===== config.mk =====
export PLATFORM = sky130hd
export DESIGN_NAME = scaled_glyph_rasterizer_core
export DESIGN_NICKNAME = d
export VERILOG_FILES = /design/src/rtl/core/sgr_pkg.sv /design/src/rtl/core/scaled_glyph_rasterizer_core.sv /design/src/rtl/core/sgr_decode.sv /design/src/rtl/core/sgr_font.sv /design/src/rtl/core/sgr_rows.sv
export SDC_FILE = /design/constraint.sdc
export NUM_CORES = 1
export LEC_CHECK = 0
export BUFFER_PORTS_ARGS = -buffer_cell sky130_fd_sc_hd__buf_2
export CAP_MARGIN = 30
export CORE_MARGIN = 2
export CORE_UTILIZATION = 58
export CTS_CLUSTER_SIZE = 30
export DETAILED_ROUTE_END_ITERATION = 8
export PLACE_DENSITY = 0.81
export SYNTH_ARGS = -nofsm -noshare
export SYNTH_HDL_FRONTEND = slang
export SYNTH_SLANG_ARGS = --single-unit

===== constraint.sdc =====
create_clock -name clk -period 9.4 [get_ports clk]
set_input_delay 1.88 -clock clk [delete_from_list [all_inputs] [get_ports clk]]
set_output_delay 1.88 -clock clk [all_outputs]
set_load 0.03 [all_outputs]

===== src/rtl/core/sgr_pkg.sv =====
// ============================================================================
// sgr_pkg
// Shared types, constants and tables of the scaled glyph rasterizer.
// ============================================================================
package sgr_pkg;

  // Largest magnification (1 or 2)
  localparam int MAX_SCALE = 2;

  localparam int IN_TDATA_W  = 72;
  localparam int OUT_TDATA_W = 240;

  // Configuration register indexes
  localparam logic [1:0] CFG_PANEL_WIDTH   = 2'd0;
  localparam logic [1:0] CFG_PANEL_HEIGHT  = 2'd1;
  localparam logic [1:0] CFG_COLUMN_OFFSET = 2'd2;
  localparam logic [1:0] CFG_ROW_OFFSET    = 2'd3;

  // Result kinds (tuser)
  localparam logic STATUS_DRAWN    = 1'b0;
  localparam logic STATUS_REJECTED = 1'b1;

  // Decode stage -> font stage
  typedef struct packed {
    logic [9:0]  pos_x;
    logic [9:0]  pos_y;
    logic [5:0]  glyph;
    logic [15:0] fore;
    logic [15:0] back;
    logic        scale2;
    logic        reject;
  } sgr_dec_t;

  // Font stage -> row sequencer
  typedef struct packed {
    logic [39:0] cols;     // column 0 in bits 39:32, top row in bit 0 of each
    logic [15:0] fore;
    logic [15:0] back;
    logic [9:0]  xs;
    logic [9:0]  xe;
    logic [9:0]  ys;
    logic [9:0]  ye;
    logic        scale2;
    logic        reject;
  } sgr_item_t;

  // ASCII code -> font ROM index, lowercase folded, unknown -> blank
  function automatic logic [5:0] glyph_index(input logic [7:0] code);
    logic [7:0] c;
    logic [5:0] idx;
    c = (code >= 8'h61 && code <= 8'h7A) ? (code - 8'd32) : code;
    idx = 6'd0;
    if (c == 8'h3A) idx = 6'd1;
    else if (c == 8'h2D) idx = 6'd2;
    else if (c >= 8'h30 && c <= 8'h39) idx = 6'd3 + 6'(c - 8'h30);
    else if (c >= 8'h41 && c <= 8'h49) idx = 6'd13 + 6'(c - 8'h41);
    else if (c >= 8'h4B && c <= 8'h50) idx = 6'd22 + 6'(c - 8'h4B);
    else if (c >= 8'h52 && c <= 8'h5A) idx = 6'd28 + 6'(c - 8'h52);
    return idx;
  endfunction

  // 5x7 font ROM, five column bytes, column 0 first
  function automatic logic [39:0] font_cols(input logic [5:0] idx);
    logic [39:0] v;
    case (idx)
      6'd0:    v = 40'h0000000000;
      6'd1:    v = 40'h0036360000;
      6'd2:    v = 40'h0808080808;
      6'd3:    v = 40'h3E5149453E;
      6'd4:    v = 40'h00427F4000;
      6'd5:    v = 40'h4261514946;
      6'd6:    v = 40'h2141454B31;
      6'd7:    v = 40'h1814127F10;
      6'd8:    v = 40'h2745454539;
      6'd9:    v = 40'h3C4A494930;
      6'd10:   v = 40'h0171090503;
      6'd11:   v = 40'h3649494936;
      6'd12:   v = 40'h064949291E;
      6'd13:   v = 40'h7E1111117E;
      6'd14:   v = 40'h7F49494936;
      6'd15:   v = 40'h3E41414122;
      6'd16:   v = 40'h7F4141221C;
      6'd17:   v = 40'h7F49494941;
      6'd18:   v = 40'h7F09090901;
      6'd19:   v = 40'h3E4149497A;
      6'd20:   v = 40'h7F0808087F;
      6'd21:   v = 40'h00417F4100;
      6'd22:   v = 40'h7F08142241;
      6'd23:   v = 40'h7F40404040;
      6'd24:   v = 40'h7F020C027F;
      6'd25:   v = 40'h7F0408107F;
      6'd26:   v = 40'h3E4141413E;
      6'd27:   v = 40'h7F09090906;
      6'd28:   v = 40'h7F09192946;
      6'd29:   v = 40'h4649494931;
      6'd30:   v = 40'h01017F0101;
      6'd31:   v = 40'h3F4040403F;
      6'd32:   v = 40'h1F2040201F;
      6'd33:   v = 40'h3F4038403F;
      6'd34:   v = 40'h6314081463;
      6'd35:   v = 40'h0708700807;
      6'd36:   v = 40'h6151494543;
      default: v = 40'h0000000000;
    endcase
    return v;
  endfunction

endpackage


===== src/rtl/core/scaled_glyph_rasterizer_core.sv =====
// ============================================================================
// scaled_glyph_rasterizer_core
// Character generator: 5x7 font, 6x8 cell, scale 1..2, one result per row.
// ============================================================================
//
//  Channel  | Dir | Handshake             | Payload
//  ---------+-----+-----------------------+-----------------------------------
//  in_      | in  | in_tvalid / in_tready | in_tdata: draw request
//  out_     | out | out_tvalid/out_tready | out_tdata row, tuser status, tlast
//  cfg_     | in  | cfg_we (no wait)      | cfg_addr, cfg_wdata
//
//  Request goes through decode (clip), font/window and row sequencer stages.
//  The row sequencer emits one row per cycle while out_tready does not stall it:
//  8 rows per request at scale 1, 16 at scale 2, 1 for a rejected request. The
//  first result passes the decode, font, row-hold and output registers. Reset
//  (synchronous, rst_n low) empties all stages and loads panel 240x320, offsets 0.
//  A stall on out_tready holds every stage; nothing is dropped.
module scaled_glyph_rasterizer_core (
  input  logic                            clk,
  input  logic                            rst_n,
  // request: [9:0] pos_x, [19:10] pos_y, [27:20] char_code,
  //          [43:28] fore_color, [59:44] back_color, [67:60] scale_req, [71:68] zero
  input  logic                            in_tvalid,
  output logic                            in_tready,
  input  logic [sgr_pkg::IN_TDATA_W-1:0]  in_tdata,
  // result: [9:0] win_x_start, [19:10] win_x_end, [29:20] win_y_start,
  //         [39:30] win_y_end, [43:40] row_number, [107:44] pixels_first,
  //         [171:108] pixels_second, [235:172] pixels_third, [239:236] pixels_in_row
  output logic                            out_tvalid,
  input  logic                            out_tready,
  output logic [sgr_pkg::OUT_TDATA_W-1:0] out_tdata,
  // status: 0 drawn row, 1 rejected by clipping
  output logic                            out_tuser,
  // last_row
  output logic                            out_tlast,
  // configuration writes
  input  logic                            cfg_we,
  input  logic [1:0]                      cfg_addr,
  input  logic [9:0]                      cfg_wdata
);
  import sgr_pkg::*;

  // configuration registers
  logic [9:0] panel_width_r, panel_height_r;
  logic [7:0] column_offset_r, row_offset_r;

  always_ff @(posedge clk) begin
    if (!rst_n) begin
      panel_width_r   <= 10'd240;
      panel_height_r  <= 10'd320;
      column_offset_r <= 8'd0;
      row_offset_r    <= 8'd0;
    end else if (cfg_we) begin
      case (cfg_addr)
        CFG_PANEL_WIDTH:   panel_width_r   <= cfg_wdata;
        CFG_PANEL_HEIGHT:  panel_height_r  <= cfg_wdata;
        CFG_COLUMN_OFFSET: column_offset_r <= cfg_wdata[7:0];
        CFG_ROW_OFFSET:    row_offset_r    <= cfg_wdata[7:0];
        default: ;
      endcase
    end
  end

  // stage links
  logic      dec_valid, dec_ready;
  sgr_dec_t  dec_data;
  logic      item_valid, item_ready;
  sgr_item_t item_data;

  // stage 1: clamp scale, glyph index, clip against panel
  sgr_decode u_decode (
    .clk          (clk),
    .rst_n        (rst_n),
    .in_valid     (in_tvalid),
    .in_ready     (in_tready),
    .in_data      (in_tdata),
    .panel_width  (panel_width_r),
    .panel_height (panel_height_r),
    .dec_valid    (dec_valid),
    .dec_ready    (dec_ready),
    .dec_data     (dec_data)
  );

  // stage 2: font ROM and window coordinates
  sgr_font u_font (
    .clk           (clk),
    .rst_n         (rst_n),
    .dec_valid     (dec_valid),
    .dec_ready     (dec_ready),
    .dec_data      (dec_data),
    .column_offset (column_offset_r),
    .row_offset    (row_offset_r),
    .item_valid    (item_valid),
    .item_ready    (item_ready),
    .item_data     (item_data)
  );

  // stage 3: row sequencer and output register
  sgr_rows u_rows (
    .clk        (clk),
    .rst_n      (rst_n),
    .item_valid (item_valid),
    .item_ready (item_ready),
    .item_data  (item_data),
    .out_tvalid (out_tvalid),
    .out_tready (out_tready),
    .out_tdata  (out_tdata),
    .out_tuser  (out_tuser),
    .out_tlast  (out_tlast)
  );

endmodule


===== src/rtl/core/sgr_decode.sv =====
// ============================================================================
// sgr_decode
// Stage 1: scale clamp, glyph index lookup and panel clipping.
// ============================================================================
module sgr_decode (
  input  logic                          clk,
  input  logic                          rst_n,
  input  logic                          in_valid,
  output logic                          in_ready,
  input  logic [sgr_pkg::IN_TDATA_W-1:0] in_data,
  input  logic [9:0]                    panel_width,
  input  logic [9:0]                    panel_height,
  output logic                          dec_valid,
  input  logic                          dec_ready,
  output sgr_pkg::sgr_dec_t             dec_data
);
  import sgr_pkg::*;

  logic        valid_r, valid_nxt;
  sgr_dec_t    data_r, data_nxt;
  logic [9:0]  x, y;
  logic [7:0]  code, scale_req;
  logic        scale2;
  logic [10:0] x_end, y_end;
  logic        load;

  assign x         = in_data[9:0];
  assign y         = in_data[19:10];
  assign code      = in_data[27:20];
  assign scale_req = in_data[67:60];

  assign scale2 = (MAX_SCALE >= 2) && (scale_req >= 8'd2);
  assign x_end  = {1'b0, x} + (scale2 ? 11'd12 : 11'd6);
  assign y_end  = {1'b0, y} + (scale2 ? 11'd16 : 11'd8);

  assign in_ready = !valid_r || dec_ready;
  assign load     = in_valid && in_ready;

  always_comb begin
    data_nxt.pos_x  = x;
    data_nxt.pos_y  = y;
    data_nxt.glyph  = glyph_index(code);
    data_nxt.fore   = in_data[43:28];
    data_nxt.back   = in_data[59:44];
    data_nxt.scale2 = scale2;
    data_nxt.reject = (x >= panel_width) || (y >= panel_height) ||
                      (x_end > {1'b0, panel_width}) || (y_end > {1'b0, panel_height});
    valid_nxt = load ? 1'b1 : (dec_ready ? 1'b0 : valid_r);
  end

  always_ff @(posedge clk) begin
    if (!rst_n) begin
      valid_r <= 1'b0;
    end else begin
      valid_r <= valid_nxt;
    end
  end

  always_ff @(posedge clk) begin
    if (load) begin
      data_r <= data_nxt;
    end
  end

  assign dec_valid = valid_r;
  assign dec_data  = data_r;

endmodule


===== src/rtl/core/sgr_font.sv =====
// ============================================================================
// sgr_font
// Stage 2: font ROM read and controller window arithmetic.
// ============================================================================
module sgr_font (
  input  logic               clk,
  input  logic               rst_n,
  input  logic               dec_valid,
  output logic               dec_ready,
  input  sgr_pkg::sgr_dec_t  dec_data,
  input  logic [7:0]         column_offset,
  input  logic [7:0]         row_offset,
  output logic               item_valid,
  input  logic               item_ready,
  output sgr_pkg::sgr_item_t item_data
);
  import sgr_pkg::*;

  logic      valid_r, valid_nxt;
  sgr_item_t data_r, data_nxt;
  logic      load;
  logic [9:0] w_m1, h_m1;

  assign dec_ready = !valid_r || item_ready;
  assign load      = dec_valid && dec_ready;

  assign w_m1 = dec_data.scale2 ? 10'd11 : 10'd5;
  assign h_m1 = dec_data.scale2 ? 10'd15 : 10'd7;

  always_comb begin
    data_nxt.cols   = font_cols(dec_data.glyph);
    data_nxt.fore   = dec_data.fore;
    data_nxt.back   = dec_data.back;
    // window coordinates wrap at 1024
    data_nxt.xs     = dec_data.pos_x + {2'b00, column_offset};
    data_nxt.xe     = dec_data.pos_x + w_m1 + {2'b00, column_offset};
    data_nxt.ys     = dec_data.pos_y + {2'b00, row_offset};
    data_nxt.ye     = dec_data.pos_y + h_m1 + {2'b00, row_offset};
    data_nxt.scale2 = dec_data.scale2;
    data_nxt.reject = dec_data.reject;
    valid_nxt = load ? 1'b1 : (item_ready ? 1'b0 : valid_r);
  end

  always_ff @(posedge clk) begin
    if (!rst_n) begin
      valid_r <= 1'b0;
    end else begin
      valid_r <= valid_nxt;
    end
  end

  always_ff @(posedge clk) begin
    if (load) begin
      data_r <= data_nxt;
    end
  end

  assign item_valid = valid_r;
  assign item_data  = data_r;

endmodule


===== src/rtl/core/sgr_rows.sv =====
// ============================================================================
// sgr_rows
// Stage 3: row sequencer, one pixel row per cycle while the output is free.
// ============================================================================
module sgr_rows (
  input  logic                           clk,
  input  logic                           rst_n,
  input  logic                           item_valid,
  output logic                           item_ready,
  input  sgr_pkg::sgr_item_t             item_data,
  output logic                           out_tvalid,
  input  logic                           out_tready,
  output logic [sgr_pkg::OUT_TDATA_W-1:0] out_tdata,
  output logic                           out_tuser,
  output logic                           out_tlast
);
  import sgr_pkg::*;

  logic      busy_r, busy_nxt;
  sgr_item_t hold_r;
  logic [3:0] row_r, row_nxt;
  logic      out_v_r, out_v_nxt;
  logic [OUT_TDATA_W-1:0] data_r, data_nxt;
  logic      user_r, last_r;

  logic       out_free, emit, last, done, take;
  logic [2:0] grow;
  logic [7:0] col_byte [6];
  logic [191:0] pix;

  assign out_free   = !out_v_r || out_tready;
  assign emit       = busy_r && out_free;
  assign last       = hold_r.reject || (row_r == (hold_r.scale2 ? 4'd15 : 4'd7));
  assign done       = emit && last;
  assign item_ready = !busy_r || done;
  assign take       = item_valid && item_ready;

  assign grow = hold_r.scale2 ? row_r[3:1] : row_r[2:0];

  // pixel p sits at bits 191-16p of {first, second, third}
  always_comb begin
    logic [7:0] byte_sel;
    for (int k = 0; k < 5; k++) begin
      col_byte[k] = hold_r.cols[39-8*k -: 8];
    end
    col_byte[5] = 8'h00;
    pix = '0;
    for (int p = 0; p < 12; p++) begin
      if (hold_r.scale2) begin
        byte_sel = col_byte[3'(p/2)];
      end else if (p < 6) begin
        byte_sel = col_byte[3'(p)];
      end else begin
        byte_sel = 8'h00;
      end
      if (hold_r.scale2 || p < 6) begin
        pix[191-16*p -: 16] = byte_sel[grow] ? hold_r.fore : hold_r.back;
      end
    end
  end

  always_comb begin
    if (hold_r.reject) begin
      data_nxt = '0;
    end else begin
      data_nxt = {(hold_r.scale2 ? 4'd12 : 4'd6), pix[63:0], pix[127:64], pix[191:128],
                  row_r, hold_r.ye, hold_r.ys, hold_r.xe, hold_r.xs};
    end
    busy_nxt  = take ? 1'b1 : (done ? 1'b0 : busy_r);
    row_nxt   = take ? 4'd0 : (emit ? row_r + 4'd1 : row_r);
    out_v_nxt = emit ? 1'b1 : (out_tready ? 1'b0 : out_v_r);
  end

  always_ff @(posedge clk) begin
    if (!rst_n) begin
      busy_r  <= 1'b0;
      out_v_r <= 1'b0;
      row_r   <= 4'd0;
    end else begin
      busy_r  <= busy_nxt;
      out_v_r <= out_v_nxt;
      row_r   <= row_nxt;
    end
  end

  always_ff @(posedge clk) begin
    if (take) begin
      hold_r <= item_data;
    end
    if (emit) begin
      data_r <= data_nxt;
      user_r <= hold_r.reject ? STATUS_REJECTED : STATUS_DRAWN;
      last_r <= last;
    end
  end

  assign out_tvalid = out_v_r;
  assign out_tdata  = data_r;
  assign out_tuser  = user_r;
  assign out_tlast  = last_r;

  // row counter stays inside the cell at unit scale
  a_row_bound: assert property (@(posedge clk) disable iff (!rst_n)
    busy_r && !hold_r.scale2 |-> row_r <= 4'd7)
    else $error("row counter past last unit-scale row");

  // a rejected request is always a single, final result
  a_reject_last: assert property (@(posedge clk) disable iff (!rst_n)
    out_tvalid && out_tuser |-> out_tlast)
    else $error("rejected result without last flag");

  // drawn rows carry 6 or 12 pixels
  a_pix_count: assert property (@(posedge clk) disable iff (!rst_n)
    out_tvalid && !out_tuser |-> (out_tdata[239:236] == 4'd6 || out_tdata[239:236] == 4'd12))
    else $error("bad pixel count on drawn row");

  // sequencer goes idle after the final row unless a new item is taken
  a_idle_after_done: assert property (@(posedge clk) disable iff (!rst_n)
    done && !take |=> !busy_r)
    else $error("sequencer busy after final row");

endmodule


==> metrics.txt <==
Post-Syn Area 22,260 um2; Yosys top cell area share 0.5733; root buf cell clkbuf_16; setup violators final 0; IO buf count 326; final worst slack 4.274 ns; Detail Route Antenna Nets 0; CTS Buf Count 46; most frequent cells in the layout 425 x edfxtp_1, 326 x buf_2, 134 x nand2_1; Critical Path RT 7.52 ns; Setup TNS Final 0 ns; largest family of logic cells by synthesized area simple AND/OR/NAND/NOR gates; HPWL after DPL 34,140 um; hold crit path type flop to flop; core area 37,760 um2; CTS H-tree depth 2; Final Total Pwr 0.004722 W; post-place setup slack 3.913 ns; crit path time final 5.126 ns; first-pass GRT wire length 74,590 um; largest net degree at the start of global routing 166; post-synthesis simple-gate area fraction 0.09678; number of synthesized flops with an enable pin 425; vias in the first global route 13,510; Power Density 186.4 nW/um2; RSZ-0062 raised after global routing no; CTS tree built; total number of vias 14,170; DRT Pass-1 Iters 5; Synth Area in Adders 0.07138; Gates resized, CTS repair 0; clock slew seen by the registers of the worst setup and hold paths 0.06 ns; die height 199.9 um; layout cells sized above 1 0.2210; Avg WL per Cell 19.49 um; ANT cells 0; commonest non-fill, non-tap cell in the layout edfxtp_1; Yosys warning total 0; CP Max Fanout 4; initial drt markers 853; CP max stage cell nor2b_1; Max VDD drop 125.7 uV; Max-slew headroom 0.3408; initial antenna violation count 0; sequential element share of the synthesized area 0.6128; Syn Inst Count 1,737; MaxCap Viol Count 0; Global Route Usage Sum 0.2439; Seq cells post-synth 469; post-layout util 0.6711; nets 2,185; design area 25,340 um2; Max Slew Vio Count 0; Via density 5.611; Critical Path, Cell by Cell buf_2 -> nor2b_1 -> o21a_1 -> and2_1 -> nand2_1 -> buf_2; Clock Sinks 469; worst-skew pair later-pin latency 0.55 ns; # rows 71; CP endpoint kind primary output; DP Area 23,830 um2; grt total ovfl 0; Synth Area per Inst 12.82 um2; drt total wl 49,200 um; Initial Util 0.5897; die area 39,970 um2; Worst EP arrival 3.25 ns; critical path class input port to primary output; postcts setup bufs 0; CTS Hold Buffers Added 0; fraction of synthesis flops using an asynchronous set or reset pin 0; area delta synth->final 13.81%; post-synthesis mux area share 0.06373; I/O Pins 333; max incr delay on CP 0.39 ns; DRC Markers 0; Mapped Nets 1,944; post-synthesis xor/xnor area fraction 0.01849; post-synthesis compound-gate area fraction 0.07711; Tcrit/Tclk final 0.5453; CP dominant cell by count buf_2; largest area contributor in the netlist edfxtp_1; Die X 199.9 um; slew at the pin with the worst max-slew slack 0.9888 ns; ys flop type edfxtp_1; FMAX 195.1 MHz; clk_skew 0.01574 ns; GPL Wtd Cong 0.9029; critical path launch point type input port; distinct cell type count after synthesis 75; run status complete, no violations; Final Hold Viols 0; Synth area leaders edfxtp_1 57%, ha_1 5.8%, mux2i_1 5.2%; P_leak 10.16 nW; Clock Tree Buf Depth 3
-- registers in the layout, indices dropped and copies added (netlist names) --
| name | cells |
|---|---|
| row_offset_r | 8 |
| u_font.item_valid | 1 |
| u_rows.row_r | 4 |
| panel_width_r | 10 |
| panel_height_r | 10 |
| u_rows.hold_r | 74 |
| column_offset_r | 8 |
| u_decode.dec_valid | 1 |
| u_decode.dec_data | 60 |
| u_rows.out_tvalid | 1 |
| u_rows.out_tdata | 159 |
| u_rows.out_tlast | 1 |
| u_font.item_data | 102 |
| u_rows.out_tuser | 1 |
| u_rows.busy_r | 1 |
| u_rows.col_byte | 28 |
-- cell families (layout without fill, tap and decap cells) --
group                      count (synthesis)  after routing
xor gates and xnor gates                  47             47
DFF                                      469            469
and+or+nand+nor                          438            438
buffers and inverters                    258            535
other                                      1              1
adders and majority gates                118            118
AOI/OAI and AO/OA                        276            276
muxes                                    130            130
-- where the power goes --
group / total [W] / switching [W] / internal [W]
combinational: 0.000493 / 0.000320 / 0.000174
sequential: 0.00241 / 0.0000387 / 0.00237
clock: 0.00182 / 0.000754 / 0.00106
total: 0.00472 / 0.00111 / 0.00361
-- worst max-delay path: cells and delay by family --
family	cells	cell delay (ns)
AOI/OAI and AO/OA	1	0.28
and+or+nand+nor	3	0.79
buffers and inverters	2	0.29
-- metal layers --
metal	global-route usage	vias to the layer above	routed length [um]
met3	0.03965	111	3684
li1	-	6674	-
met4	0.1037	0	2082
met5	0	-	0
met1	0.3047	6746	19050
met2	0.4231	638	24390
-- layout make-up --
type | count | area [um2]
Timing Repair Buffer | 345 | 1814
Clock inverter | 27 | 285.3
Tap cell | 511 | 639.4
Sequential cell | 469 | 13640
Multi-Input combinational cell | 1010 | 7335
Clock buffer | 57 | 1222
Inverter | 106 | 397.9
Fill cell | 2681 | 12420
-- cells in the mapped netlist (all sizes together) (4+ instances only) --
cell and instances:
inv 106, nand3 38, a31oi 14, o22ai 11
xnor2 35, a21o 7, o21a 9, o21ai 89
nand2 134, nand2b 18, edfxtp 425, fa 15
nor3b 4, nand4 9, dfxtp 44, a32oi 4
ha 103, clkbuf 45, a311oi 5, mux2 5
o211ai 8, nor3 18, xor2 12, mux4 8
a21boi 13, nor2 97, nand3b 4, or3 4
and2 4, nor2b 90, mux2i 117, buf 107
a21oi 72, a22oi 5, o21bai 6, or2 6
-- worst paths after layout --
check                                     startpoint              endpoint  slack [ns]  cells after the start
worst min register to register  u_font.item_data[95]   u_rows.col_byte[29]        0.40                      0
worst min-delay path            u_font.item_data[95]   u_rows.col_byte[29]        0.40                      0
worst max-delay path                      out_tready             in_tready        4.27                      6
worst max register to register       u_rows.row_r[1]  u_font.item_data[95]        5.60                      7
-- per-stage QoR --
step | hold WS (ns) | instances
5_1_grt | 0.4174 | 2525
2_1_floorplan | 0.4003 | 1737
3_5_place_dp | 0.4045 | 2441
6_report | 0.4015 | 2525
4_1_cts | 0.4112 | 2525
3_3_place_gp | 0.4013 | 2439
Power figures use the tool's default switching activity.
